==> src/tpw_pkg.sv <==
// Package for the trapezoid pulse waveform block: widths, register indexes,
// and the record passed from front to back. No dependencies.
package tpw_pkg;
  localparam int unsigned TimeBits  = 32;
  localparam int unsigned LevelBits = 16;
  localparam int unsigned MagBits   = LevelBits;
  localparam int unsigned ProdBits  = TimeBits + MagBits;
  localparam int unsigned IdxBits   = 3;
  localparam int unsigned CfgBits   = 32;
  localparam int unsigned QDepth    = 4;
  localparam int unsigned QPtrBits  = 2;

  typedef enum logic [IdxBits-1:0] {
    RegLevelLow  = 3'd0,
    RegLevelHigh = 3'd1,
    RegDelay     = 3'd2,
    RegRise      = 3'd3,
    RegTop       = 3'd4,
    RegFall      = 3'd5,
    RegPeriod    = 3'd6,
    RegSpare     = 3'd7
  } reg_idx_e;

  // What the back end must do with an item.
  typedef enum logic [1:0] {
    KindLow  = 2'd0,
    KindHigh = 2'd1,
    KindRise = 2'd2,
    KindFall = 2'd3
  } kind_e;

  // Classified item: product numerator with its span, base level and sign.
  typedef struct packed {
    kind_e                 kind;
    logic [ProdBits-1:0]   prod;
    logic [TimeBits-1:0]   span;
    logic                  neg;
    logic [LevelBits-1:0]  low;
    logic [LevelBits-1:0]  high;
  } job_t;
endpackage

==> src/tpw_back.sv <==
// Back end: pipelined restoring divide of the ramp product and level build.
// Depends on tpw_pkg.
module tpw_back (
  input  logic                           clk_i,
  input  logic                           rst_ni,
  input  logic                           en_i,
  input  logic                           vld_i,
  input  tpw_pkg::job_t                  job_i,
  output logic                           vld_o,
  output logic [tpw_pkg::LevelBits-1:0]  level_o
);
  localparam int unsigned TB = tpw_pkg::TimeBits;
  localparam int unsigned LB = tpw_pkg::LevelBits;
  localparam int unsigned PB = tpw_pkg::ProdBits;

  // Quotient is below the magnitude, so LB steps suffice after
  // the high part of the product is reduced (high part < span).
  logic [LB:0]   vld_q;
  tpw_pkg::job_t job_q [LB+1];
  logic [TB:0]   rem_q [LB+1];
  logic [LB-1:0] quo_q [LB+1];

  always_ff @(posedge clk_i or negedge rst_ni) begin
    if (!rst_ni) vld_q <= '0;
    else if (en_i) vld_q <= {vld_q[LB-1:0], vld_i};
  end

  always_ff @(posedge clk_i) begin
    if (en_i) begin
      job_q[0] <= job_i;
      rem_q[0] <= {1'b0, job_i.prod[PB-1:LB]};
      quo_q[0] <= '0;
      for (int k = 0; k < LB; k++) begin
        logic [TB+1:0] r;
        r = {rem_q[k], job_q[k].prod[LB-1-k]};
        job_q[k+1] <= job_q[k];
        if (job_q[k].kind == tpw_pkg::KindRise || job_q[k].kind == tpw_pkg::KindFall) begin
          if (r >= {2'b00, job_q[k].span}) begin
            r = r - {2'b00, job_q[k].span};
            quo_q[k+1] <= {quo_q[k][LB-2:0], 1'b1};
          end else quo_q[k+1] <= {quo_q[k][LB-2:0], 1'b0};
        end else quo_q[k+1] <= '0;
        rem_q[k+1] <= r[TB:0];
      end
    end
  end

  // Final level from the quotient.
  logic [LB-1:0] q, part;
  tpw_pkg::job_t j;
  always_comb begin
    j    = job_q[LB];
    q    = quo_q[LB];
    part = j.neg ? -q : q;
    case (j.kind)
      tpw_pkg::KindHigh: level_o = j.high;
      tpw_pkg::KindRise: level_o = j.low + part;
      tpw_pkg::KindFall: level_o = j.high - part;
      default:           level_o = j.low;
    endcase
  end
  assign vld_o = vld_q[LB];
endmodule

==> config.mk <==
export PLATFORM = sky130hd
export DESIGN_NAME = tpw_back
export DESIGN_NICKNAME = d
export VERILOG_FILES = /design/src/tpw_pkg.sv /design/src/tpw_back.sv
export SDC_FILE = /design/constraint.sdc
export NUM_CORES = 2
export LEC_CHECK = 0
export ABC_AREA = 0
export BUFFER_PORTS_ARGS = -buffer_cell sky130_fd_sc_hd__buf_2
export CORE_ASPECT_RATIO = 0.9
export CORE_MARGIN = 4
export CORE_UTILIZATION = 64
export CTS_CLUSTER_DIAMETER = 50
export DETAILED_ROUTE_END_ITERATION = 10
export PLACE_DENSITY = 0.85
export SYNTH_ARGS = -nofsm -noshare
export SYNTH_HDL_FRONTEND = slang
export SYNTH_SLANG_ARGS = --single-unit
export TNS_END_PERCENT = 100
==> constraint.sdc <==
create_clock -name clk_i -period 5.64 [get_ports clk_i]
set_input_delay 1.41 -clock clk_i [delete_from_list [all_inputs] [get_ports clk_i]]
set_output_delay 1.41 -clock clk_i [all_outputs]
set_load 0.005 [all_outputs]
**Word-level counts from Yosys, hierarchy flattened**

Memory sizes are Yosys's and may differ from the RTL's.
Cells that the tools add are included.

- Bits in registers: 17
- RAM bits: 2788
- Input bits: 119
- Output and inout bits: 17
- Word-level logic and storage cells: 382
- Memories: 3

- $add $sub $neg: 19
- $lt $le $gt $ge: 16
- Equal/unequal tests: 35
- Mux-type cells: 260
- Bitwise gates (word level): 32
- Reductions and logical operators: 16

Memory list:

| name | words | bits a word | rd ports | clocked after memory_dff | write ports | RTL line | RTL |
|---|---|---|---|---|---|---|---|
| job_q | 17 | 115 | 17 | 0 | 17 | tpw_back.sv:19 | `tpw_pkg::job_t job_q [LB+1];` |
| rem_q | 17 | 33 | 16 | 0 | 17 | tpw_back.sv:20 | `logic [TB:0] rem_q [LB+1];` |
| quo_q | 17 | 16 | 17 | 0 | 17 | tpw_back.sv:21 | `logic [LB-1:0] quo_q [LB+1];` |

Operators with widths:

| cell | number |
|---|---|
| two-way mux 33 bit | 48 |
| >= comparator 34 x 32 -> 1 bit | 16 |
| two-way mux 16 bit | 33 |
| subtractor 33 x 32 -> 33 bit | 16 |
| two-way mux 1 bit | 178 |
| == test 2 bit, second input constant | 34 |
| case mux 16 bit (3 select lines) | 1 |
| OR 1 bit | 32 |
| adder 16 bit | 1 |
| logical OR 1 bit | 16 |
| negation 16 bit | 1 |
| subtractor 16 bit | 1 |
| == test 2 x 1 -> 1 bit, second input constant | 1 |

**Longest topological paths before layout**

An unclocked memory read counts as a cell.

- Depth in word-level cells: 8
- Gate-level depth with buffers: 17
- Mapped depth without buffers: 17

**Least setup slack after synthesis**

No wires, ideal clock.

- Path type: flip-flop to output port
- Start point: mem quo_q[16][1] (netlist bit)
- End point: out level_o[15] (netlist bit)
- Data arrival time: 3218 ps
- Data required time: 4230 ps
- Slack: 1012 ps
- Cell stages (with the launch flop): 18
- Path buffers: 0
- Path through: edfxtp_1 -> inv_1 -> ha_1 -> nand2b_1 -> or4_1 -> or3_1 -> nand2_1 -> xnor2_1 -> inv_1 -> ha_1 -> o21a_1 -> o21ai_0 -> a21oi_1 -> o21ai_0 -> a21oi_1 -> a31o_2 -> a211oi_1 -> a21oi_1

RTL lines:

| element | RTL line | RTL |
|---|---|---|
| start, declared | tpw_back.sv:21 |  |
| end, declared | tpw_back.sv:10 | `output logic [tpw_pkg::LevelBits-1:0] level_o` |

==> parameters.txt <==
Parameter                              Value

Clocking
  Num Clock Sinks ... around 1900
  Number of buffers inserted by hold repair at cts ... 0
  Clk buf depth ... 3
  TritonCTS clock tree ... built
  Total CTS buffers ... between 150 and 200
  Total number of H-tree levels ... 4
  Clock transition at the registers of the reported paths ... about 0.07 ns
  Clock latency at the later pin of the worst-skew pair ... 0.83 ns
  Buffer type at the clock tree root ... sky130_fd_sc_hd__clkbuf_16

Pwr
  Comb pwr share ... 0.260
  Seq pwr share ... 0.443
  Maximum ir drop on the vdd rail ... about 0.00035 V
  Cell Int Power ... around 30000 uW
  Net switching fraction of the power ... 0.2954
  P_leak ... approximately 0.041 uW
  Clock power frac ... 0.296
  Power per unit of standard cell area ... 412.3 nW/um^2
  Switching Power ... 12520 uW

Floorplan
  Starting utilization of the core area ... 0.6454
  Floorplan die width ... slightly above 400 um
  Std-Cell Rows ... between 100 and 150
  Vert. Die Dim ... ~370 um
  Number of top-level pins ... 136
  Area of the core ... around 140000 sq um
  Die footprint ... ~150000 sq um

Route
  Routed wire length ... roughly 180 mm
  Drt first-iter violations ... 4012
  Via total after detailed routing ... approximately 56000
  Antenna-violating nets left ... 0
  First-pass DRT Iterations ... 6
  WL/cell ... around 19 um
  Via density per instance ... 5.841
  DRC Markers ... 0

Global route
  Total GRT Usage ... 0.2335
  Pin count of the biggest net entering global routing ... ~160
  Remaining global-route overflow ... 0
  Number of global-route vias before repair ... 56649
  Initial antenna violation count ... 1
  Global-route wire length before repair ... roughly 290 mm

STA
  Final setup viols ... 4
  Final worst slack ... -0.1533 ns
  Fraction of the cycle the final worst path needs ... 1.027
  Hold Fails Final Rpt ... 0
  Fmax ... between 0.15 and 0.2 GHz
  Worst-Margin Slew ... between 1 and 1.5 ns
  Worst slew slack as a fraction of its limit ... 0.2334
  Final critical delay including setup and external delays ... 5.793 ns
  Final clock skew ... roughly 0.036 ns
  Unrepaired setup endpoints after global routing ... yes
  Number of max-slew violations in the final report ... 0
  Setup TNS ... -0.3709 ns

Place
  DP Cell Count ... ~9000
  Placed wire-length estimate after detailed placement ... roughly 120 mm
  Input/output buffers ... ~140
  Gpl congestion ... 0.9838

Status
  Outcome ... finished, violations left
  Failing checks ... setup timing

Synth
  Total standard cell area after synthesis ... roughly 93000 sq um
  Yosys warnings ... 0
  Number of enable flip-flop cells after synthesis ... ~1900
  Average cell area after synthesis ... ~13 sq um
  Synthesized instance count ... 7206
  Dominant register cell in the synthesized netlist ... sky130_fd_sc_hd__edfxtp_1
  Synth Net Count ... roughly 7900
  Sequential cell area fraction in the yosys report ... 0.6195
  Share of async-settable or async-resettable flops after synthesis ... 0.008840
  Number of synthesized register bits ... between 1500 and 2000
  Count of cell types in the netlist ... between 100 and 150

Critical path
  Max Fanout on Critical Path ... 3
  Required time of the critical path ... between 4 and 5 ns
  Crit. End Element ... output port
  CP Cell Sequence ... inv_2 -> ha_4 -> nand2b_4 -> or4_4 -> or3_4 -> nand2_4 -> xnor2_4 -> ha_4 -> nand2_4 -> or3_4 -> o221ai_4 -> o31ai_4 -> a21boi_2 -> mux4_2 -> buf_6
  Worst path max stage delay ... slightly below 0.5 ns
  Data arrival, critical path ... around 4.4 ns
  Worst-case register-to-register setup slack ... roughly 1.1 ns
  Slowest stage cell on the critical path ... sky130_fd_sc_hd__mux4_2
  Buffers and inverters on the worst path ... 2
  Family of cells with the greatest summed delay on the critical path ... simple AND/OR/NAND/NOR gates
  Critical path type ... reg2out
  Element type at the critical path start ... flop

Cells and area
  Layout fillers ... roughly 9300
  Register cell area after layout ... 57650 sq um
  Non-Filler Instances ... between 9000 and 10000
  Commonest non-fill, non-tap cells in the layout ... sky130_fd_sc_hd__edfxtp_1 (1905), sky130_fd_sc_hd__inv_1 (640), sky130_fd_sc_hd__ha_1 (538)
  Multi-input logic area ... between 30000 and 40000 sq um
  Most common cell after layout, fill and taps aside ... sky130_fd_sc_hd__edfxtp_1
  Area growth, synth to finish ... 10.46%
  Share of post-route cells with drive strength above 1 ... 0.1087
  Final layout net count ... between 8000 and 9000
  Number of antenna cells inserted ... 0

Hold path
  Hold WC Path Type ... reg2reg

Run
  Max-cap violation count ... 0
routing by layer:
layer / vias up / GRT usage / wire length, um
li1: 27042 / - / -
met1: 26546 / 0.2746 / 69910
met2: 1591 / 0.4269 / 91730
met3: 500 / 0.03115 / 6769
met4: 0 / 0.1060 / 8141
met5: - / 0 / 0
synth_stat cells, types with 9 or more instances:
cell	count	area (sq um)
sky130_fd_sc_hd__o211ai_1	28	210.2
sky130_fd_sc_hd__clkbuf_1	102	382.9
sky130_fd_sc_hd__a21boi_0	15	112.6
sky130_fd_sc_hd__o31a_1	19	166.4
sky130_fd_sc_hd__nor3_1	73	365.4
sky130_fd_sc_hd__a31o_2	12	105.1
sky130_fd_sc_hd__o21bai_1	75	563.0
sky130_fd_sc_hd__a31oi_1	52	325.3
sky130_fd_sc_hd__buf_2	39	195.2
sky130_fd_sc_hd__mux4_2	11	247.7
sky130_fd_sc_hd__a21o_1	247	1854
sky130_fd_sc_hd__a211o_1	11	96.34
sky130_fd_sc_hd__o21ai_0	413	2067
sky130_fd_sc_hd__a211oi_1	28	210.2
sky130_fd_sc_hd__fa_1	17	340.3
sky130_fd_sc_hd__o31ai_1	36	270.3
sky130_fd_sc_hd__mux2_2	208	2342
sky130_fd_sc_hd__or4_1	10	75.07
sky130_fd_sc_hd__a21oi_1	455	2277
sky130_fd_sc_hd__a2111oi_0	9	78.83
sky130_fd_sc_hd__and3_1	55	344.1
sky130_fd_sc_hd__o41ai_1	9	78.83
sky130_fd_sc_hd__nand2_1	537	2016
sky130_fd_sc_hd__xor2_1	182	1594
sky130_fd_sc_hd__edfxtp_1	1905	57200
sky130_fd_sc_hd__mux2i_1	18	180.2
sky130_fd_sc_hd__inv_1	643	2414
sky130_fd_sc_hd__nor4_1	22	137.6
sky130_fd_sc_hd__or2_2	12	75.07
sky130_fd_sc_hd__ha_1	546	6832
sky130_fd_sc_hd__nand2b_1	88	550.5
sky130_fd_sc_hd__o211a_1	9	90.09
sky130_fd_sc_hd__or3_1	21	131.4
sky130_fd_sc_hd__xnor2_1	291	2549
sky130_fd_sc_hd__nand3_1	85	425.4
sky130_fd_sc_hd__and4_1	14	122.6
sky130_fd_sc_hd__dfrtp_1	17	425.4
sky130_fd_sc_hd__o21ai_1	75	375.4
sky130_fd_sc_hd__buf_6	14	157.7
sky130_fd_sc_hd__o21a_1	70	525.5
sky130_fd_sc_hd__nand4_1	70	437.9
sky130_fd_sc_hd__nor2_1	269	1010
sky130_fd_sc_hd__and2_1	131	819.5
sky130_fd_sc_hd__nor2b_1	84	525.5
area by class of cell:
| cell class | instances | share of cell area |
|---|---|---|
| clock buffers | 221 | 0.04780 |
| inverters | 643 | 0.02348 |
| repair buffers | 197 | 0.01305 |
| multi-input cells | 4472 | 0.3181 |
| well taps | 1943 | 0.02365 |
| flip-flops and latches | 1923 | 0.5609 |
| clock inverters | 134 | 0.01305 |
worst reg2reg max path, cell delays in order, from the launching register on:
cell and delay [ns]:
sky130_fd_sc_hd__edfxtp_1 0.40, sky130_fd_sc_hd__ha_1 0.39, sky130_fd_sc_hd__nor2b_1 0.17, sky130_fd_sc_hd__o31ai_1 0.47
sky130_fd_sc_hd__a211oi_1 0.30, sky130_fd_sc_hd__a2111oi_2 0.51, sky130_fd_sc_hd__nor3_1 0.18, sky130_fd_sc_hd__o21bai_1 0.31
sky130_fd_sc_hd__a21boi_1 0.17, sky130_fd_sc_hd__o21ai_4 0.54, sky130_fd_sc_hd__buf_4 0.44, sky130_fd_sc_hd__mux2_2 0.38
path summary, 6_finish.rpt:
kind | startpoint | to | depth (start not counted)
min | job_q[0][582] | job_q[0][697] | 0
max reg2reg | rem_q[0][100] | rem_q[0][148] | 11
min reg2reg | job_q[0][582] | job_q[0][697] | 0
max | quo_q[16][1] | level_o[13] | 15
min in group asynchronous | rst_ni | vld_q[0] | 1
max in group asynchronous | rst_ni | vld_q[9] | 1
kinds of logic after synthesis:
| group | synth area share |
|---|---|
| AND/OR/NAND/NOR | 0.07782 |
| XOR/XNOR | 0.04452 |
| buffers and inverters | 0.03457 |
| adder cells (fa/ha/maj) | 0.07707 |
| flip-flops | 0.6195 |
| multiplexers | 0.03203 |
| AO/OA/AOI/OAI | 0.1145 |
stage by stage:
| step | cell area, sq um | setup slack (ns) | utilization | hold slack (ns) | power, uW |
|---|---|---|---|---|---|
| after floorplan | 93060 | 1.012 | - | 0.4003 | 27040 |
| after global placement | 96020 | 0.2585 | 0.6660 | 0.4002 | 29310 |
| after global routing | 102800 | -0.3099 | 0.7129 | 0.4034 | 44640 |
| final | 102800 | -0.1533 | 0.7129 | 0.3915 | 42380 |
| after CTS | 102600 | -0.2265 | 0.7114 | 0.3987 | 42480 |
| after detailed placement | 96020 | 0.3623 | 0.6660 | 0.4045 | 29720 |
sequential cells by signal, indices dropped and copies added, names as in the netlist:
name,flops
vld_q,17
job_q,1275
rem_q,495
quo_q,136
power by group through the flow:
stage	Combinational, uW	Clock [uW]	Sequential, uW
detailed placement	10700	0	19000
CTS	10900	12800	18800
floorplan	8380	0	18700
global placement	10300	0	19000
finish	11000	12600	18800
global route	12200	13500	18900
what timing repair did:
| item | 4_1_cts | 5_1_grt |
|---|---|---|
| pin swaps | 20 | 17 |
| gates resized for setup | 49 | 36 |
| setup buffers | 3 | 6 |
| cloned | 0 | 0 |
| endpoints found under the setup margin | 8 | 8 |
Note: power is estimated with default switching activity, not from simulation.
