<file path="src/tpw_pkg.sv">
// Package for the trapezoid pulse waveform block: widths, register indexes,
// and the record passed from front to back. No dependencies.
package tpw_pkg;
  localparam int unsigned TimeBits  = 32;
  localparam int unsigned LevelBits = 16;
  localparam int unsigned MagBits   = LevelBits;
  localparam int unsigned ProdBits  = TimeBits + MagBits;
  localparam int unsigned IdxBits   = 3;
  localparam int unsigned CfgBits   = 32;
  localparam int unsigned QDepth    = 4;
  localparam int unsigned QPtrBits  = 2;

  typedef enum logic [IdxBits-1:0] {
    RegLevelLow  = 3'd0,
    RegLevelHigh = 3'd1,
    RegDelay     = 3'd2,
    RegRise      = 3'd3,
    RegTop       = 3'd4,
    RegFall      = 3'd5,
    RegPeriod    = 3'd6,
    RegSpare     = 3'd7
  } reg_idx_e;

  // What the back end must do with an item.
  typedef enum logic [1:0] {
    KindLow  = 2'd0,
    KindHigh = 2'd1,
    KindRise = 2'd2,
    KindFall = 2'd3
  } kind_e;

  // Classified item: product numerator with its span, base level and sign.
  typedef struct packed {
    kind_e                 kind;
    logic [ProdBits-1:0]   prod;
    logic [TimeBits-1:0]   span;
    logic                  neg;
    logic [LevelBits-1:0]  low;
    logic [LevelBits-1:0]  high;
  } job_t;
endpackage

</file>
<file path="src/tpw_queue.sv">
// Output queue that parts the pipeline from the receiver; depth QDepth.
// Depends on tpw_pkg.
module tpw_queue (
  input  logic                           clk_i,
  input  logic                           rst_ni,
  input  logic                           push_i,
  input  logic [tpw_pkg::LevelBits-1:0]  data_i,
  input  logic                           pop_i,
  output logic                           valid_o,
  output logic [tpw_pkg::LevelBits-1:0]  data_o,
  output logic [tpw_pkg::QPtrBits:0]     count_o
);
  localparam int unsigned PW = tpw_pkg::QPtrBits;
  logic [tpw_pkg::LevelBits-1:0] mem_q [tpw_pkg::QDepth];
  logic [PW-1:0] wr_q, rd_q;
  logic [PW:0]   cnt_q;
  logic          do_pop;
  assign do_pop = pop_i && (cnt_q != '0);

  always_ff @(posedge clk_i or negedge rst_ni) begin
    if (!rst_ni) begin
      wr_q <= '0; rd_q <= '0; cnt_q <= '0;
    end else begin
      if (push_i) wr_q <= wr_q + 1'b1;
      if (do_pop) rd_q <= rd_q + 1'b1;
      cnt_q <= cnt_q + {{PW{1'b0}}, push_i} - {{PW{1'b0}}, do_pop};
    end
  end
  always_ff @(posedge clk_i) begin
    if (push_i) mem_q[wr_q] <= data_i;
  end
  assign valid_o = cnt_q != '0;
  assign data_o  = mem_q[rd_q];
  assign count_o = cnt_q;
endmodule

</file>
<file path="config.mk">
export PLATFORM = sky130hd
export DESIGN_NAME = tpw_queue
export DESIGN_NICKNAME = d
export VERILOG_FILES = /design/src/tpw_pkg.sv /design/src/tpw_queue.sv
export SDC_FILE = /design/constraint.sdc
export NUM_CORES = 1
export LEC_CHECK = 0
export BUFFER_PORTS_ARGS = -buffer_cell sky130_fd_sc_hd__buf_2
export CORE_MARGIN = 8
export CORE_UTILIZATION = 55
export CTS_CLUSTER_SIZE = 25
export DETAILED_ROUTE_END_ITERATION = 6
export PLACE_DENSITY = 0.77
export SKIP_CTS_REPAIR_TIMING = 1
export SLEW_MARGIN = 15
export SYNTH_ARGS = -nofsm -noshare
export SYNTH_HDL_FRONTEND = slang
export SYNTH_SLANG_ARGS = --single-unit
</file>
<file path="constraint.sdc">
create_clock -name clk_i -period 2.15 [get_ports clk_i]
set_input_delay 0.3225 -clock clk_i [delete_from_list [all_inputs] [get_ports clk_i]]
set_output_delay 0.3225 -clock clk_i [all_outputs]
set_load 0.02 [all_outputs]
</file>
# == Word-level counts from Yosys, hierarchy flattened ==
# Memories as Yosys holds them, arrays and structs flattened.
# Index checks and enable logic that the tools add are counted.
# word_totals
ff_bits,7
ram_bits,64
in_bits,20
out_inout_bits,20
wordCells,12
n_memories,1
# classes
add_sub_neg,4
mux,2
n_reduce_logical,2
# memory_table
name,words,word_bits,read_ports,rd_clocked_by_memory_dff,wr,line,source
mem_q,4,16,1,0,1,tpw_queue.sv:14,logic [tpw_pkg::LevelBits-1:0] mem_q [tpw_pkg::QDepth];
# ops
operator,n
$add A2 B1 Y2 const B,2
$add A3 B1 Y3,1
$reduce_bool A3 Y1,1
$sub A3 B1 Y3,1
$mux W1,2
$logic_and A1 B1 Y1,1

# == Longest topological paths before layout ==
# Gate-level depths: netlist of run 1.
# logic_depth
word_depth,3
ltp_mapped,7
mapped_depth_nobuf,7

# == Worst setup path after synthesis of run 1 ==
# OpenSTA, ideal clock, no wires.
# synth_path
path_kind,reg-to-reg
start,"register cnt_q[1], in the netlist count_o[1]"
end,"register cnt_q[2], in the netlist count_o[2]"
setup_ns,0.123
arrival_ns,1.911
t_required_ns,2.027
path_slack_ns,0.116
path_stages_with_launch,8
n_path_buf,0
synth_period_minus_slack_ns,2.034
cell_sequence,dfrtp_1 o31a_1 ha_1 inv_1 ha_1 fa_1 xnor2_1 xnor2_1
# synth_via
elab_chain_cells,3
elab_cells_between_ends,4
cone_classes,2 x add/sub; 2 x reduce/logical
# synth_rtl
element,line,source
start: declaration,tpw_queue.sv:16,logic [PW:0] cnt_q;
start signal: assignment,tpw_queue.sv:26,"cnt_q <= cnt_q + {{PW{1'b0}}, push_i} - {{PW{1'b0}}, do_pop};"
$reduce_bool A3 Y1,tpw_queue.sv:18,assign do_pop = pop_i && (cnt_q != '0);
$logic_and A1 B1 Y1,tpw_queue.sv:18,
named net do_pop,tpw_queue.sv:17,logic do_pop;
$sub A3 B1 Y3,tpw_queue.sv:26,
# The timed path passes the listed nets, and every way through them passes these cells.
# A chain may end at the register's enable or synchronous reset.

# == Final worst setup path of run 1 ==
# Same ends and word-level chain as after synthesis.

==> results.md, run 1 <==
- Status: complete, no violations
- First-pass GRT wire length: 7220 um
- Slew HR: 72.9%
- Grt met2 use: 24.2%
- Largest cells by area after synthesis: edfxtp_1 (70%), mux4_1 (7.7%), mux4_2 (6.6%)
- Worst VDD drop: 1.01 mV
- H-tree levels: 3
- Routability Congestion: 0.709
- Die footprint: 7510 um^2
- Port-buffer cells: 39
- M3 GR Usage: 4.25%
- FF+latch count, synth: 71
- Largest net degree at the start of global routing: 17
- Final period util: 94.8%
- Dominant cell type by area after synthesis: edfxtp_1
- I/O pin cnt: 40
- Final Hold Violating Endpoints: 0
- Worst R2R Path Depth: 7
- Vias in the first global route: 1,484
- Critical Path Fanout Max: 5
- GRT busiest layer: met2
- Total GRT Usage: 13.3%
- Crit path cell chain: o31a_1 -> ha_1 -> inv_1 -> ha_1 -> fa_2 -> xnor2_2 -> xnor2_1
- Nets@finish: 199
- Main synth FF type: edfxtp_1
- CTS tree: built
- CP top delay family: adder cells
- Skew-Pair Late Insertion Delay: 0.33 ns
- Delay of the slowest critical-path stage: 0.42 ns
- Post-Route WL: 4570 um
- DP Wirelength: 3170 um
- Slew Viols, Final: 0
- Syn_nets: 145
- Met1 Use GR: 13.3%
- CTS Buffer Depth: 2
- Post-synth ARST share: 9.86%
- Top cell type's share of synthesized area: 69.9%
- Clock share of power: 25.2%
- Die Ht: 86.7 um
- Startpoint types: flip-flop
- Critical path depth in cells: 7
- Clock skew: 0.0124 ns
- Worst Setup End Kind: flip-flop
- Most numerous cell in the Yosys netlist: edfxtp_1
- CP bufs+invs: 1
- Syn_area_per_cell: 23.3 um^2
- Drt pass-1 iters: 4
- TritonCTS buffer count: 9
- Crit-path slowest cell: dfrtp_1
- Setup violations, final: 0
- Distinct cell type count after synthesis: 18
- Switching share of power: 31.2%
- Rows: 25
- Filler cells: 298
- Int Power: 0.00324 W
- Synth Cell Area: 2750 um^2
- Core area: 4790 um^2
- FF/Latch Area: 2100 um^2
- Synth cell count leaders: edfxtp_1 (64), mux4_1 (8), mux4_2 (8)
- RSZ-0062 raised after global routing: false
- Sequential cell area fraction in the yosys report: 76.3%
- Via density: 5.24
- Clock root buffer: clkbuf_8
- Hold Crit Class: in -> reg
- P&R area growth vs syn: 20.2%
- Setup TNS: 0 ns
- Worst-Margin Slew: 0.402 ns
- Via Count: 1,278
- FMAX: 0.491 GHz
- Clock transition at path regs: 0.08 ns
- Yosys warnings: 0
- Period minus WS final: 2.04 ns
- Cell Pwr Density: 1430 nW/um^2
- Worst endpoint data arrival time: 2.25 ns
- Initial Util: 57.4%
- Crit path kind: reg -> reg
- Reg power frac: 41.6%
- Endpoint required time on the critical path: 2.36 ns
- Initial antenna violation count: 0
- Die W: 86.7 um
- Lkg Pwr: 1.24 nW
- Congestion Overflow GR: 0
- DRC viols: 0
- Combinational fraction of design power: 33.2%
- Cells after Synth: 118
- # diodes: 0
- Most used cell, CP: ha_1
- Routed wire per std cell: 18.7 um
- PnR Total Power: 0.00471 W
- Hold path depth: 1
- Share of cells above drive strength 1: 41.2%
- # clock sinks: 71
- Detailed Route Iter0 Violations: 67
- Antenna Nets Post-Route: 0
- MaxCap Viol Count: 0
- P_sw: 0.00147 W
- Footprint of the multi-input gates: 597 um^2
- Number of synthesized flops with an enable pin: 64
==> layer usage <==
| metal | wire, um | vias up |
|---|---|---|
| met5 | 0 | - |
| met3 | 257 | 5 |
| met1 | 1720 | 652 |
| li1 | - | 588 |
| met2 | 2550 | 33 |
| met4 | 48 | 0 |
==> cell usage in the layout, fill, tap and decap left out, drive strengths merged <==
cell         count
xnor2            3
o31a             1
or3              1
xor2             2
clkbuf          11
dfrtp            7
o21ai            1
and2             4
dlygate4sd3      1
edfxtp          64
fa               1
mux4            16
bufinv           2
inv              7
clkinv           2
ha               6
o311ai           1
nand2            1
buf             46
==> cell type report <==
class | count | area share, %
Clock buffer | 11 | 4.59
Clock inverter | 5 | 2.39
Inverter | 6 | 0.682
Multi-Input combinational cell | 37 | 18.1
Sequential cell | 71 | 63.5
Tap cell | 67 | 2.54
Timing Repair Buffer | 47 | 8.18
==> path summary, 6_finish.rpt <==
| check | start | endpoint | slack, ns |
|---|---|---|---|
| setup reg to reg | count_o[1]$_DFF_PN0_ | count_o[2]$_DFF_PN0_ | 0.11 |
| min in group asynchronous | rst_ni | wr_q[0]$_DFFE_PN0P_ | 0.35 |
| max in group asynchronous | rst_ni | rd_q[0]$_DFFE_PN0P_ | 1.62 |
| setup / recovery | count_o[1]$_DFF_PN0_ | count_o[2]$_DFF_PN0_ | 0.11 |
| hold / removal | data_i[3] | mem_q[3][3]$_DFFE_PP_ | 0.21 |
| hold reg to reg | rd_q[1]$_DFFE_PN0P_ | rd_q[1]$_DFFE_PN0P_ | 0.53 |
==> stage by stage <==
step | instances | setup slack (ns) | area, um^2 | hold slack [ns] | util, %
finish | 244 | 0.112 | 3300 | 0.210 | 69.0
global route | 244 | 0.0407 | 3300 | 0.194 | 69.0
CTS | 243 | 0.0427 | 3280 | -0.198 | 68.5
detailed placement | 227 | 0.0737 | 3050 | 0.169 | 63.7
global placement | 227 | 0.209 | 3050 | 0.157 | 63.7
floorplan | 118 | 0.116 | 2750 | 0.0269 | -
==> power by group through the flow <==
| stage | Clock (W) | Combinational, W | Sequential (W) |
|---|---|---|---|
| floorplan | 0 | 0.00108 | 0.00197 |
| global placement | 0 | 0.00151 | 0.00195 |
| detailed placement | 0 | 0.00157 | 0.00199 |
| CTS | 0.00120 | 0.00158 | 0.00196 |
| global route | 0.00126 | 0.00171 | 0.00199 |
| finish | 0.00118 | 0.00156 | 0.00196 |
==> logic make-up (layout without fill, tap and decap cells) <==
group,count (synthesis),in the layout,share of synthesized area [%]
compound gates,3,3,0.820
simple gates,6,6,1.27
fa+ha+maj,7,7,3.46
buf+inv,10,69,2.32
xor+xnor,5,5,1.59
flops,71,71,76.3
mux,16,16,14.2
==> flip-flops by register name, indices dropped and copies added, names as in the netlist <==
name and cells:
mem_q 64, rd_q 2, count_o 3, wr_q 2
No activity file was read; power rests on OpenSTA's default activity.
==> run 2: changes to the inputs <==
- CORE_UTILIZATION: 55 -> 29
- PLACE_DENSITY: 0.77 -> not set
==> results.md, run 2 (same netlist as run 1, synthesis figures left out) <==
- Most flop-heavy register: mem_q
- Core area: 9200 um^2 (+92%)
- Flip-flop count of the largest register after layout: 64 (unchanged)
- Detailed Route Iter0 Violations: 42 (-37%)
- Routed wire per std cell: 16.3 um (-13%)
- Post-Route WL: 4660 um (+2.0%)
- Startpoint types: flip-flop
- DP Wirelength: 3100 um (-2.2%)
- First-pass GRT wire length: 7360 um (+1.9%)
- Filler cells: 859 (+190%)
- Drt pass-1 iters: 4 (unchanged)
- Die W: 113 um (+31%)
- M3 GR Usage: 3.41% (-0.85 points)
- I/O pin cnt: 40 (unchanged)
- # clock sinks: 71 (unchanged)
- Hold Crit Class: in -> reg
- Setup violations, final: 0 (unchanged)
- Hold_ws: 0.193 ns (-0.0164 ns)
- Via Count: 1,265 (-1.0%)
- Critical Path Fanout Max: 16 (+11)
- DRC viols: 0 (unchanged)
- Largest net degree at the start of global routing: 17 (unchanged)
- Most common cell after layout, fill and taps aside: edfxtp_1
- Skew-Pair Late Insertion Delay: 0.34 ns (about the same)
- Share of cells above drive strength 1: 38.9% (-2.4 points)
- P&R area growth vs syn: 19.9%
- Most frequent cells in the layout: edfxtp_1 (64), buf_2 (39), clkbuf_8 (9)
- Worst Setup End Kind: primary output
- RSZ-0062 raised after global routing: false
- Vias in the first global route: 1,375 (-7.3%)
- Final setup margin: 0.133 ns (+0.0210 ns)
- CTS Buffer Depth: 2 (unchanged)
- # diodes: 0 (unchanged)
- Clock root buffer: clkbuf_8
- Setup Slack @ Placement: 0.152 ns (+0.0779 ns)
- CP bufs+invs: 2 (+1)
- Crit-path slowest cell: mux4_1
- Die footprint: 12,800 um^2 (+71%)
- Antenna Nets Post-Route: 0 (unchanged)
- GRT busiest layer: met2
- Met1 Use GR: 8.47% (-4.9 points)
- Worst endpoint data arrival time: 1.69 ns (-0.56 ns)
- Total GRT Usage: 7.86% (-5.4 points)
- Grt met2 use: 13.1% (-11 points)
- Worst-Margin Slew: 0.842 ns (+0.440 ns)
- Via density: 4.42 (-16%)
- TritonCTS buffer count: 9 (unchanged)
- Cell Pwr Density: 1330 nW/um^2 (-7.0%)
- Final period util: 93.8% (-0.98 points)
- Delay of the slowest critical-path stage: 0.59 ns (+0.17 ns)
- FMAX: 0.496 GHz (+1.0%)
- Crit path kind: reg -> out
- Slew HR: 43.9% (-29 points)
- Clock skew: 0.00444 ns (-0.00794 ns)
- H-tree levels: 3 (unchanged)
- Clock transition at path regs: 0.07 ns (about the same)
- Die Ht: 113 um (+31%)
- Nets@finish: 198 (-0.50%)
- Congestion Overflow GR: 0 (unchanged)
- Slew Viols, Final: 0 (unchanged)
- Final Hold Violating Endpoints: 0 (unchanged)
- Endpoint required time on the critical path: 1.83 ns (-0.53 ns)
- CTS tree: built
- Lkg Pwr: 1.20 nW (-3.3%)
- Crit path cell chain: buf_12 -> mux4_1 -> buf_2
- Status: complete, no violations
- Period minus WS final: 2.02 ns (-0.0210 ns)
- Setup TNS: 0 ns (unchanged)
- Routability Congestion: 0.647 (-8.7%)
- Worst VDD drop: 0.749 mV (-26%)
- Rows: 35 (+40%)
- MaxCap Viol Count: 0 (unchanged)
- CP top delay family: multiplexers
- Port-buffer cells: 39 (unchanged)
- Initial Util: 29.9% (-28 points)
- Initial antenna violation count: 0 (unchanged)
[run 2: changes by cell type in the layout (fill, tap and decap cells not counted), moves of 2 or more]
cell        before  now
buf_4            6    3
clkbuf_8        11    9
clkinvlp_4       0    2
buf_12           1    3
bufinv_16        2    0
[run 2: metrics by stage]
step                instance area (um^2)  instances  total power (W)  utilization (%)
floorplan                           2750        118          0.00305                -
global placement                    3120        269          0.00356             33.9
detailed placement                  3120        269          0.00358             33.9
CTS                                 3280        284          0.00446             35.6
global route                        3300        286          0.00465             35.8
finish                              3300        286          0.00437             35.8
[run 2: worst paths after layout]
| kind | startpoint | to | slack [ns] | cells after the start |
|---|---|---|---|---|
| worst max-delay path | rd_q[0]$_DFFE_PN0P_ | data_o[3] | 0.13 | 3 |
| worst min-delay path | data_i[8] | mem_q[2][8]$_DFFE_PP_ | 0.19 | 1 |
| min in group asynchronous | rst_ni | count_o[2]$_DFF_PN0_ | 0.34 | 2 |
| max in group asynchronous | rst_ni | rd_q[1]$_DFFE_PN0P_ | 1.66 | 2 |
| worst min register to register | rd_q[1]$_DFFE_PN0P_ | rd_q[1]$_DFFE_PN0P_ | 0.47 | 1 |
| worst max register to register | count_o[1]$_DFF_PN0_ | count_o[2]$_DFF_PN0_ | 0.15 | 7 |
[run 2: layout make-up]
class                      instances  area, um^2  share of cell area (%)
clock inverter                     6        38.8                    1.18
inverter                           6        22.5                   0.683
multi-input combinational         37         587                    17.8
timing repair buffer              46         288                    8.73
clock buffer                       9         124                    3.76
tap                              111         139                    4.21
sequential                        71        2100                    63.6
[run 2: metal layers]
layer	up-vias	share of wire (%)	wire (um)
li1	588	-	-
met1	638	41	1910
met2	31	52	2440
met3	8	4.6	213
met4	0	2.0	93
met5	-	0	0
[run 2: power by group]
| group | internal (W) | switching [W] | leakage (nW) |
|---|---|---|---|
| Sequential | 0.00183 | 0.000107 | 0.670 |
| Clock | 0.000406 | 0.000464 | 0.0809 |
| Combinational | 0.000684 | 0.000877 | 0.449 |
| Total | 0.00292 | 0.00145 | 1.20 |
==> run 3: changes to the inputs <==
- CORE_MARGIN: 8 -> 5
- GPL_TIMING_DRIVEN: not set -> 0
==> results.md, run 3 (same netlist as run 1, synthesis figures left out) <==
- Status: complete, no violations
- Share of cells above drive strength 1: 36.4% (-2.4 points)
- CP bufs+invs: 1 (-1)
- Drt pass-1 iters: 4 (unchanged)
- Die Ht: 107 um (-5.3%)
- P&R area growth vs syn: 19.9% (about the same)
- Antenna Nets Post-Route: 0 (unchanged)
- DP Wirelength: 3010 um (-2.8%)
- DRC viols: 0 (unchanged)
- MaxCap Viol Count: 0 (unchanged)
- Worst Setup End Kind: flip-flop
- Crit-path slowest cell: dfrtp_1
- Congestion Overflow GR: 0 (unchanged)
- CTS tree: built
- DP Area: 3100 um^2 (-0.36%)
- Final Cell Area: 3290 um^2 (about the same)
- Final Hold Violating Endpoints: 0 (unchanged)
- Most frequent cells in the layout: edfxtp_1 (64), buf_2 (40), clkbuf_8 (9)
- Crit path kind: reg -> reg
- # diodes: 0 (unchanged)
- Delay of the slowest critical-path stage: 0.42 ns (-0.17 ns)
- CTS Buffer Depth: 2 (unchanged)
- Initial antenna violation count: 1 (+1)
- H-tree levels: 3 (unchanged)
- Die W: 107 um (-5.3%)
- Largest net degree at the start of global routing: 17 (unchanged)
- Cell Pwr Density: 1350 nW/um^2 (+1.5%)
- Critical Path Fanout Max: 5 (-11)
- Filler cells: 874 (+1.7%)
- Hold Crit Class: in -> reg
- Core area: 9240 um^2 (+0.48%)
- Setup violations, final: 0 (unchanged)
- Routability Congestion: 0.701 (+8.4%)
- Worst endpoint data arrival time: 2.27 ns (+0.58 ns)
- Lkg Pwr: 1.19 nW (-0.92%)
- Nets@finish: 196 (-1.0%)
- Skew-Pair Late Insertion Delay: 0.33 ns (about the same)
- Rows: 35 (unchanged)
- Crit path cell chain: o31a_1 -> ha_1 -> inv_1 -> ha_1 -> fa_1 -> xnor2_1 -> xnor2_1
- Post-Route WL: 4700 um (+0.75%)
- Period minus WS final: 2.02 ns (-0.00204 ns)
- Most common cell after layout, fill and taps aside: edfxtp_1
- Setup TNS: 0 ns (unchanged)
- RSZ-0062 raised after global routing: false
- Clock skew: 0.00420 ns (-0.000241 ns)
- Die footprint: 11,500 um^2 (-10%)
- Startpoint types: flip-flop
- Vias in the first global route: 1,308 (-4.9%)
- Worst VDD drop: 0.723 mV (-3.4%)
- Via density: 4.17 (-5.7%)
- Routed wire per std cell: 15.6 um (-4.6%)
- Initial Util: 29.7% (-0.14 points)
- I/O pin cnt: 40 (unchanged)
- # clock sinks: 71 (unchanged)
- Flip-flop count of the largest register after layout: 64 (unchanged)
- Clock transition at path regs: 0.07 ns (about the same)
- Detailed Route Iter0 Violations: 80 (+90%)
- FMAX: 0.496 GHz (+0.10%)
- TritonCTS buffer count: 9 (unchanged)
- Worst-Margin Slew: 0.884 ns (+0.0424 ns)
- Slew HR: 41.1% (-2.8 points)
- Endpoint required time on the critical path: 2.41 ns (+0.58 ns)
- Total GRT Usage: 8.76% (+0.90 points)
- CP top delay family: adder cells
- Port-buffer cells: 39 (unchanged)
- Final period util: 93.7% (-0.095 points)
- Clock root buffer: clkbuf_8
- Via Count: 1,260 (-0.40%)
- Slew Viols, Final: 0 (unchanged)
- First-pass GRT wire length: 7310 um (-0.65%)
- Most flop-heavy register: mem_q
run 3: area by class of cell:
class	count	area [um^2]	share of cell area [%]
clock buffer	10	128	3.87
sequential	71	2100	63.7
buffer	4	43.8	1.33
clock inverter	5	50.0	1.52
timing repair buffer	40	205	6.23
inverter	6	22.5	0.684
multi-input combinational	37	587	17.8
tap	129	161	4.90
run 3: metrics by stage:
step,setup WS [ns],hold WS (ns),utilization (%),power [W],instances
after floorplan,0.116,0.0269,-,0.00305,118
after global placement,0.148,0.167,33.6,0.00351,286
after detailed placement,0.128,0.170,33.6,0.00353,286
after CTS,0.0464,-0.201,35.5,0.00451,301
after global routing,0.0138,0.182,35.7,0.00469,302
final,0.135,0.202,35.7,0.00443,302
run 3: power by group:
group	internal, W	switching [W]	total [W]
Sequential	0.00183	0.000101	0.00193
Clock	0.000520	0.000452	0.000972
Combinational	0.000649	0.000876	0.00152
Total	0.00300	0.00143	0.00443
run 3: layer usage:
layer | up-vias | track usage (%) | wire length (um)
li1 | 586 | - | -
met1 | 633 | 10.1 | 1970
met2 | 35 | 14.1 | 2370
met3 | 4 | 4.74 | 315
met4 | 2 | 2.71 | 42
met5 | - | 0 | 7
run 3: worst paths after layout:
path	endpoint	depth (start not counted)	slack (ns)	from
max	count_o[2]$_DFF_PN0_	7	0.13	count_o[1]$_DFF_PN0_
min	mem_q[0][3]$_DFFE_PP_	1	0.20	data_i[3]
max reg2reg	count_o[2]$_DFF_PN0_	7	0.13	count_o[1]$_DFF_PN0_
min reg2reg	wr_q[0]$_DFFE_PN0P_	1	0.54	wr_q[0]$_DFFE_PN0P_
max in group asynchronous	rd_q[1]$_DFFE_PN0P_	2	1.64	rst_ni
min in group asynchronous	count_o[0]$_DFF_PN0_	2	0.35	rst_ni
